File: src/hdl/sha1_pkg.sv
`default_nettype none

package sha1_pkg;

	localparam logic OP_ABSORB = 1'b0;
	localparam logic OP_FINISH = 1'b1;

	localparam logic [7:0] PAD_MARK = 8'h80;

	localparam int unsigned CHAIN_WORDS = 5;
	localparam int unsigned BLOCK_WORDS = 16;
	localparam int unsigned ROUNDS = 80;

	localparam logic [31:0] K0 = 32'h5A827999;
	localparam logic [31:0] K1 = 32'h6ED9EBA1;
	localparam logic [31:0] K2 = 32'h8F1BBCDC;
	localparam logic [31:0] K3 = 32'hCA62C1D6;

	localparam logic [31:0] H0_INIT = 32'h67452301;
	localparam logic [31:0] H1_INIT = 32'hEFCDAB89;
	localparam logic [31:0] H2_INIT = 32'h98BADCFE;
	localparam logic [31:0] H3_INIT = 32'h10325476;
	localparam logic [31:0] H4_INIT = 32'hC3D2E1F0;

	typedef enum logic [2:0] {
		ST_IDLE,
		ST_PAD,
		ST_CLOAD,
		ST_ROUND,
		ST_CUPD,
		ST_EMIT
	} state_t;

	// Controls for the round datapath.
	typedef struct packed {
		logic       shift;
		logic       round;
		logic [6:0] t;
	} rnd_ctl_t;

	function automatic logic [31:0] chain_init(input logic [2:0] idx);
		logic [31:0] v;
		case (idx)
			3'd0:    v = H0_INIT;
			3'd1:    v = H1_INIT;
			3'd2:    v = H2_INIT;
			3'd3:    v = H3_INIT;
			3'd4:    v = H4_INIT;
			default: v = '0;
		endcase
		return v;
	endfunction

	function automatic logic [31:0] round_k(input logic [6:0] t);
		logic [31:0] k;
		if (t < 7'd20) begin
			k = K0;
		end else if (t < 7'd40) begin
			k = K1;
		end else if (t < 7'd60) begin
			k = K2;
		end else begin
			k = K3;
		end
		return k;
	endfunction

	function automatic logic [31:0] round_f(input logic [6:0] t, input logic [31:0] b,
			input logic [31:0] c, input logic [31:0] d);
		logic [31:0] f;
		if (t < 7'd20) begin
			f = (b & c) | (~b & d);
		end else if (t < 7'd40) begin
			f = b ^ c ^ d;
		end else if (t < 7'd60) begin
			f = (b & c) | (b & d) | (c & d);
		end else begin
			f = b ^ c ^ d;
		end
		return f;
	endfunction

	// Byte idx (0 = most significant) of the message length in bits.
	function automatic logic [7:0] len_byte(input logic [63:0] total, input logic [2:0] idx);
		logic [63:0] bits;
		bits = {total[60:0], 3'b000};
		return 8'(bits >> {~idx, 3'b000});
	endfunction

endpackage

`default_nettype wire

File: src/hdl/sha1_buf.sv
`default_nettype none

module sha1_buf (
	input  wire logic        clk,
	input  wire logic        we,
	input  wire logic [3:0]  waddr,
	input  wire logic [31:0] wdata,
	input  wire logic [3:0]  raddr,
	output logic      [31:0] rdata_q
);
	import sha1_pkg::*;

	logic [31:0] mem [BLOCK_WORDS];

	always_ff @(posedge clk) begin
		if (we) begin
			mem[waddr] <= wdata;
		end
		rdata_q <= mem[raddr];
	end

endmodule

`default_nettype wire

File: src/hdl/sha1_chain.sv
`default_nettype none

module sha1_chain (
	input  wire logic        clk,
	input  wire logic        arst_n,
	input  wire logic        clear,
	input  wire logic        re,
	input  wire logic [2:0]  raddr,
	input  wire logic        we,
	input  wire logic [2:0]  waddr,
	input  wire logic [31:0] wdata,
	output logic      [31:0] rdata_q
);
	import sha1_pkg::*;

	logic [31:0]            mem [CHAIN_WORDS];
	logic [CHAIN_WORDS-1:0] vld_q;

	// An entry that has not been written since reset or the last digest reads
	// as its initial chaining value.
	always_ff @(posedge clk or negedge arst_n) begin
		if (!arst_n) begin
			vld_q <= '0;
		end else if (clear) begin
			vld_q <= '0;
		end else if (we) begin
			vld_q[waddr] <= 1'b1;
		end
	end

	always_ff @(posedge clk) begin
		if (we) begin
			mem[waddr] <= wdata;
		end
		if (re) begin
			rdata_q <= vld_q[raddr] ? mem[raddr] : chain_init(raddr);
		end
	end

endmodule

`default_nettype wire

File: src/hdl/sha1_round.sv
`default_nettype none

module sha1_round (
	input  wire logic               clk,
	input  wire sha1_pkg::rnd_ctl_t ctl,
	input  wire logic [31:0]        shift_in,
	input  wire logic [31:0]        mem_word,
	output logic      [31:0]        a_o
);
	import sha1_pkg::*;

	logic [31:0] a_q, b_q, c_q, d_q, e_q;
	logic [31:0] win_q [BLOCK_WORDS];
	logic [31:0] w_mix, w_sched, w_t, tmp;

	// win_q[15] holds the newest schedule word, win_q[0] the one from 16 rounds ago.
	assign w_mix   = win_q[13] ^ win_q[8] ^ win_q[2] ^ win_q[0];
	assign w_sched = {w_mix[30:0], w_mix[31]};
	assign w_t     = (ctl.t < 7'd16) ? mem_word : w_sched;
	assign tmp     = {a_q[26:0], a_q[31:27]} + round_f(ctl.t, b_q, c_q, d_q) + e_q
	                 + round_k(ctl.t) + w_t;
	assign a_o     = a_q;

	always_ff @(posedge clk) begin
		if (ctl.shift) begin
			a_q <= b_q;
			b_q <= c_q;
			c_q <= d_q;
			d_q <= e_q;
			e_q <= shift_in;
		end else if (ctl.round) begin
			a_q <= tmp;
			b_q <= a_q;
			c_q <= {b_q[1:0], b_q[31:2]};
			d_q <= c_q;
			e_q <= d_q;
			for (int i = 0; i < BLOCK_WORDS - 1; i++) begin
				win_q[i] <= win_q[i+1];
			end
			win_q[BLOCK_WORDS-1] <= w_t;
		end
	end

endmodule

`default_nettype wire

File: src/hdl/sha1_hash_engine.sv
`default_nettype none

// SHA-1 engine fed one message byte per input beat. A beat with tuser low absorbs
// the byte in tdata; a beat with tuser high finishes the message, pads it and
// returns the five digest words h0..h4 as five output beats (tuser gives the word
// index, tlast marks h4), after which a new message may start at once. After every
// 64th absorbed byte, input stalls while the compression runs: it reads the five
// chaining words from their memory, runs 80 rounds at one per cycle, and adds the
// result back. A finish beat writes the padding and length one byte per cycle (9 to
// 72 bytes), runs one or two compressions, and then reads each digest word from the
// chaining memory before loading it into the output register.
module sha1_hash_engine (
	input  wire logic        clk,
	input  wire logic        arst_n,
	input  wire logic        s_tvalid,
	output logic             s_tready,
	input  wire logic [7:0]  s_tdata,   // data_byte[7:0]
	input  wire logic [0:0]  s_tuser,   // op[0]
	output logic             m_tvalid,
	input  wire logic        m_tready,
	output logic      [31:0] m_tdata,   // digest_word[31:0]
	output logic      [2:0]  m_tuser,   // word_index[2:0]
	output logic             m_tlast    // word_last
);
	import sha1_pkg::*;

	localparam logic [6:0] SEQ_LAST   = 7'(CHAIN_WORDS);
	localparam logic [6:0] ROUND_LAST = 7'(ROUNDS - 1);
	localparam logic [6:0] EMIT_LAST  = 7'(CHAIN_WORDS - 1);

	state_t      state_q, state_d;
	logic [6:0]  cnt_q;
	logic [5:0]  fill_q;
	logic [23:0] pack_q;
	logic [63:0] total_q;
	logic        fin_q, mark_q, len_blk_q, pend_q;

	logic        push_en;
	logic [7:0]  push_byte, pad_byte;
	logic        absorb_acc, finish_acc;
	logic        buf_we;
	logic [3:0]  buf_raddr;
	logic [31:0] buf_rdata;
	logic        ch_re, ch_we, ch_clear;
	logic [2:0]  ch_raddr, ch_waddr;
	logic [31:0] ch_rdata, ch_wdata, a_w;
	rnd_ctl_t    rnd_ctl;
	logic        out_free, emit_load;

	assign absorb_acc = s_tvalid && s_tready && (s_tuser[0] == OP_ABSORB);
	assign finish_acc = s_tvalid && s_tready && (s_tuser[0] == OP_FINISH);
	assign out_free   = !m_tvalid || m_tready;

	// The length goes into bytes 56..63 of the block in which len_blk_q is set.
	assign pad_byte = !mark_q ? PAD_MARK :
	                  (len_blk_q && fill_q[5:3] == 3'b111) ? len_byte(total_q, fill_q[2:0]) :
	                  8'h00;

	always_comb begin
		state_d = state_q;
		case (state_q)
			ST_IDLE: begin
				if (finish_acc) begin
					state_d = ST_PAD;
				end else if (absorb_acc && fill_q == 6'd63) begin
					state_d = ST_CLOAD;
				end
			end
			ST_PAD: begin
				if (fill_q == 6'd63) begin
					state_d = ST_CLOAD;
				end
			end
			ST_CLOAD: begin
				if (cnt_q == SEQ_LAST) begin
					state_d = ST_ROUND;
				end
			end
			ST_ROUND: begin
				if (cnt_q == ROUND_LAST) begin
					state_d = ST_CUPD;
				end
			end
			ST_CUPD: begin
				if (cnt_q == SEQ_LAST) begin
					if (!fin_q) begin
						state_d = ST_IDLE;
					end else if (len_blk_q) begin
						state_d = ST_EMIT;
					end else begin
						state_d = ST_PAD;
					end
				end
			end
			ST_EMIT: begin
				if (pend_q && out_free && cnt_q == EMIT_LAST) begin
					state_d = ST_IDLE;
				end
			end
			default: state_d = ST_IDLE;
		endcase
	end

	always_comb begin
		s_tready      = 1'b0;
		push_en       = 1'b0;
		push_byte     = pad_byte;
		ch_re         = 1'b0;
		ch_raddr      = cnt_q[2:0];
		ch_we         = 1'b0;
		ch_waddr      = 3'(cnt_q - 7'd1);
		ch_wdata      = ch_rdata + a_w;
		ch_clear      = 1'b0;
		buf_raddr     = '0;
		rnd_ctl.shift = 1'b0;
		rnd_ctl.round = 1'b0;
		rnd_ctl.t     = cnt_q;
		emit_load     = 1'b0;
		case (state_q)
			ST_IDLE: begin
				s_tready  = 1'b1;
				push_en   = absorb_acc;
				push_byte = s_tdata;
			end
			ST_PAD: begin
				push_en = 1'b1;
			end
			ST_CLOAD: begin
				ch_re         = cnt_q < SEQ_LAST;
				rnd_ctl.shift = cnt_q != 7'd0;
			end
			ST_ROUND: begin
				rnd_ctl.round = 1'b1;
				buf_raddr     = 4'(cnt_q + 7'd1);
			end
			ST_CUPD: begin
				ch_re         = cnt_q < SEQ_LAST;
				ch_we         = cnt_q != 7'd0;
				rnd_ctl.shift = cnt_q != 7'd0;
			end
			ST_EMIT: begin
				ch_re     = !pend_q;
				emit_load = pend_q && out_free;
				ch_clear  = emit_load && cnt_q == EMIT_LAST;
			end
			default: begin
			end
		endcase
	end

	assign buf_we = push_en && fill_q[1:0] == 2'b11;

	always_ff @(posedge clk or negedge arst_n) begin
		if (!arst_n) begin
			state_q   <= ST_IDLE;
			cnt_q     <= '0;
			fill_q    <= '0;
			total_q   <= '0;
			fin_q     <= 1'b0;
			mark_q    <= 1'b0;
			len_blk_q <= 1'b0;
			pend_q    <= 1'b0;
			m_tvalid  <= 1'b0;
		end else begin
			state_q <= state_d;
			if (state_d != state_q) begin
				cnt_q <= '0;
			end else if (state_q == ST_CLOAD || state_q == ST_ROUND || state_q == ST_CUPD
			             || emit_load) begin
				cnt_q <= cnt_q + 7'd1;
			end

			if (push_en) begin
				fill_q <= fill_q + 6'd1;
			end
			if (absorb_acc) begin
				total_q <= total_q + 64'd1;
			end

			if (finish_acc) begin
				fin_q     <= 1'b1;
				mark_q    <= 1'b0;
				len_blk_q <= 1'b0;
			end else if (state_q == ST_PAD && !mark_q) begin
				mark_q <= 1'b1;
				if (fill_q < 6'd56) begin
					len_blk_q <= 1'b1;
				end
			end else if (state_q == ST_CUPD && cnt_q == SEQ_LAST && fin_q) begin
				len_blk_q <= 1'b1;
			end else if (ch_clear) begin
				fin_q     <= 1'b0;
				mark_q    <= 1'b0;
				len_blk_q <= 1'b0;
				total_q   <= '0;
			end

			if (state_q == ST_EMIT && ch_re) begin
				pend_q <= 1'b1;
			end else if (emit_load) begin
				pend_q <= 1'b0;
			end

			if (emit_load) begin
				m_tvalid <= 1'b1;
			end else if (m_tready) begin
				m_tvalid <= 1'b0;
			end
		end
	end

	always_ff @(posedge clk) begin
		if (push_en && fill_q[1:0] != 2'b11) begin
			pack_q <= {pack_q[15:0], push_byte};
		end
		if (emit_load) begin
			m_tdata <= ch_rdata;
			m_tuser <= cnt_q[2:0];
			m_tlast <= cnt_q == EMIT_LAST;
		end
	end

	sha1_buf u_buf (
		.clk     (clk),
		.we      (buf_we),
		.waddr   (fill_q[5:2]),
		.wdata   ({pack_q, push_byte}),
		.raddr   (buf_raddr),
		.rdata_q (buf_rdata)
	);

	sha1_chain u_chain (
		.clk     (clk),
		.arst_n  (arst_n),
		.clear   (ch_clear),
		.re      (ch_re),
		.raddr   (ch_raddr),
		.we      (ch_we),
		.waddr   (ch_waddr),
		.wdata   (ch_wdata),
		.rdata_q (ch_rdata)
	);

	sha1_round u_round (
		.clk      (clk),
		.ctl      (rnd_ctl),
		.shift_in (ch_rdata),
		.mem_word (buf_rdata),
		.a_o      (a_w)
	);

endmodule

`default_nettype wire

File: config.mk
export PLATFORM = sky130hd
export DESIGN_NAME = sha1_hash_engine
export DESIGN_NICKNAME = d
export VERILOG_FILES = /design/src/hdl/sha1_pkg.sv /design/src/hdl/sha1_buf.sv /design/src/hdl/sha1_chain.sv /design/src/hdl/sha1_round.sv /design/src/hdl/sha1_hash_engine.sv
export SDC_FILE = /design/constraint.sdc
export NUM_CORES = 2
export LEC_CHECK = 0
export BUFFER_PORTS_ARGS = -buffer_cell sky130_fd_sc_hd__buf_2
export CAP_MARGIN = 5
export CORE_ASPECT_RATIO = 0.6
export CORE_MARGIN = 8
export CORE_UTILIZATION = 63
export DETAILED_ROUTE_END_ITERATION = 8
export PLACE_DENSITY = 0.79
export SLEW_MARGIN = 20
export SYNTH_ARGS = -nofsm -noshare
export SYNTH_HDL_FRONTEND = slang
export SYNTH_HIERARCHICAL = 1
export SYNTH_SLANG_ARGS = --single-unit
File: constraint.sdc
create_clock -name clk -period 27.9 [get_ports clk]
set_input_delay 4.185 -clock clk [delete_from_list [all_inputs] [get_ports clk]]
set_output_delay 4.185 -clock clk [all_outputs]
set_load 0.005 [all_outputs]
==> results.yml <==
placed_design:
  portBuffers: 50
  hpwl_um: 86700
  gp_congestion: 0.893
  placed_cell_area_um2: 66400
  pre_cts_slack_ns: 20.48
  placedCellCount: 5076
drt:
  via_per_inst: 6.35
  drc: 0
  avgRoutedWirePerCell_um: 26.1
  wirelength_um: 139000
  drtAntennaViolNets: 0
  drt_iter0_markers: 4621
  first_pass_iters: 6
  via_count: 33900
clock_tree:
  post_cts_resized: 0
  cts_made_buffers: 136
  cts.htree.levels: 4
  cts_tree: "yes"
  cts.sinks: 1555
  postCtsHoldBufs: 0
  clock_path_buffers: 3
  path_clk_slew_ns: 0.07
  post_cts_buffers: 0
  clk_latency_ns: 0.77
  cts_root_buf: "clkbuf_16"
global_route:
  first_global_vias: 33000
  grt_first_pass_wirelength_um: 208000
  grt_use_total: 0.244
  antenna_found_initial: 4
  overflow: 0
  grt_max_degree: 231
logic_synthesis:
  synth.area.top_cells: "edfxtp_1 (67%), mux4_2 (6.1%), fa_1 (3.8%)"
  syn_area_um2: 64300
  synth_top_cell_by_area: "edfxtp_1"
  synth_top_area_frac: 0.670
  syn-num-nets: 3974
  synth.most_common_cell: "edfxtp_1"
  synth_top_flop_cell: "edfxtp_1"
  synth_edf_count: 1436
  ys_seq_elements: 1555
  ys_async_sr_fraction: 0.0559
  yosys_warnings: 6
  synth_cell_types: 98
  yosysSeqAreaShare: 0.714
  synthCells: 3765
  synth.avg_cell_area_um2: 17.1
  synthTopCellsByCount: "edfxtp_1 (1,436), nand2_1 (247), inv_1 (245)"
cells_and_area:
  finalNonFillerCells: 5333
  syn2layout_area_growth_pct: 10.6
  drive_above_1_share: 0.165
  fillCellCount: 6164
  final_nets: 4097
  n_antenna_cell: 0
  fin_area_um2: 71100
setup_path:
  cp_top_family: "simple AND/OR/NAND/NOR gates"
  crit_chain: "buf_2, or4b_4, o21ai_0, and2_1, nand3b_1, nor3_2, buf_4"
  worstSetupPathType: "in2reg"
  cpPeakStageDelay_ns: 0.78
  critPathLaunchType: "input port"
  critPathRequiredTime_ns: 28.30
  path_max_fanout: 22
  cp-end-kind: "register"
  critPathSlowestCell: "nor3_2"
  crit_arrival_ns: 7.09
  cp_num_buf_inv: 2
timing:
  period_share: 0.240
  finalSetupViolations: 0
  finalClockSkew_ns: 0.0319
  worst_hold_slack_ns: 0.406
  clock.fmax_mhz: 149
  worstMarginPinSlew_ns: 1.18
  fin_ws_ns: 21.21
  drv_slew: 0
  hold_viol: 0
  slew_headroom: 0.208
  fin_crit_ns: 6.69
  rsz0062_at_grt: "no"
  tns_ns: 0
min_path:
  hold_class: "reg2reg"
die:
  start_util: 0.638
  die_h_um: 264
  io_pins: 51
  die_w_um: 429
  rows: 90
  dieArea_um2: 113000
  core_um2: 101000
power_and_ir_drop:
  max-vdd-ir-drop_mv: 0.0681
  powerDensity_nw_per_um2: 82.9
  leakagePower_nw: 24.3
status:
  status: "finished, final reports clean"
flow_run:
  drv_cap: 0
## path summary, 6_finish.rpt
check	startpoint	end	slack, ns	depth (start not counted)
worst max-delay path	s_tvalid	u_buf/mem[4][24]$_DFFE_PP_	21.21	7
worst min-delay path	u_round/win_q[0][163]$_DFFE_PP_	u_round/win_q[0][131]$_DFFE_PP_	0.41	0
worst max register to register	cnt_q[4]$_DFFE_PN0P_	u_round/a_o[29]$_DFFE_PP_	21.29	18
worst min register to register	u_round/win_q[0][163]$_DFFE_PP_	u_round/win_q[0][131]$_DFFE_PP_	0.41	0
max in group asynchronous	arst_n	cnt_q[1]$_DFFE_PN0P_	23.35	2
min in group asynchronous	arst_n	u_chain/vld_q[1]$_DFFE_PN0P_	3.35	1
## sequential cells by signal, indices dropped and copies added, names as in the netlist, 3 cells and up
| register | flops |
|---|---|
| m_tdata | 32 |
| u_round/a_o | 32 |
| u_round/b_q | 32 |
| u_chain/rdata_q | 32 |
| u_buf/rdata_q | 32 |
| cnt_q | 7 |
| u_round/c_q | 32 |
| u_chain/vld_q | 5 |
| u_round/d_q | 32 |
| u_round/e_q | 32 |
| total_q | 61 |
| fill_q | 6 |
| u_chain/mem | 160 |
| state_q | 3 |
| u_round/win_q | 512 |
| u_buf/mem | 512 |
| pack_q | 24 |
| m_tuser | 3 |
## area by class of cell
| class | count | area [µm²] | share of cell area |
|---|---|---|---|
| inverters | 249 | 940 | 0.0132 |
| repair buffers | 110 | 885 | 0.0124 |
| well taps | 1334 | 1670 | 0.0235 |
| clock buffers | 173 | 3730 | 0.0524 |
| multi-input cells | 1836 | 17100 | 0.241 |
| clock inverters | 76 | 865 | 0.0122 |
| flip-flops and latches | 1555 | 45900 | 0.646 |
## logic make-up after synthesis
family,after synthesis,share of synthesized area
multiplexers,311,0.0841
buffers and inverters,374,0.0232
adder cells (fa/ha/maj),196,0.0522
XOR/XNOR,202,0.0278
AO/OA/AOI/OAI,499,0.0519
flip-flops,1555,0.714
AND/OR/NAND/NOR,628,0.0465
## placed cells by master, fill, tap and decap left out, types with 47 or more instances in the layout
cell	Yosys	routed
a21oi_1	75	75
a22oi_1	80	80
buf_2	16	49
buf_4	11	47
clkbuf_16	0	142
dfrtp_1	87	85
edfxtp_1	1436	1436
fa_1	121	121
ha_1	75	75
inv_1	245	245
mux2_2	94	94
mux4_2	174	174
nand2_1	247	247
nor2_1	158	140
o21ai_0	145	142
xnor2_1	144	144
xor2_1	56	56
## report_power, final
| part | internal [mW] | switching (mW) | total, mW | leakage (nW) |
|---|---|---|---|---|
| Combinational | 0.344 | 0.565 | 0.910 | 7.66 |
| Sequential | 2.85 | 0.178 | 3.03 | 14.4 |
| Clock | 1.11 | 0.843 | 1.95 | 2.25 |
## metrics by stage
stage,power [mW],utilization
floorplan,3.65,-
global placement,3.92,0.657
detailed placement,3.96,0.658
CTS,5.91,0.703
global route,6.12,0.705
finish,5.90,0.705
## per-layer routing
layer	up-vias	wire length, µm	GRT usage
li1	14500	-	-
met1	17300	62100	0.392
met2	1819	59500	0.343
met3	177	15100	0.0538
met4	2	2280	0.0565
met5	-	13	0
Note: power is estimated with default switching activity, not from simulation.
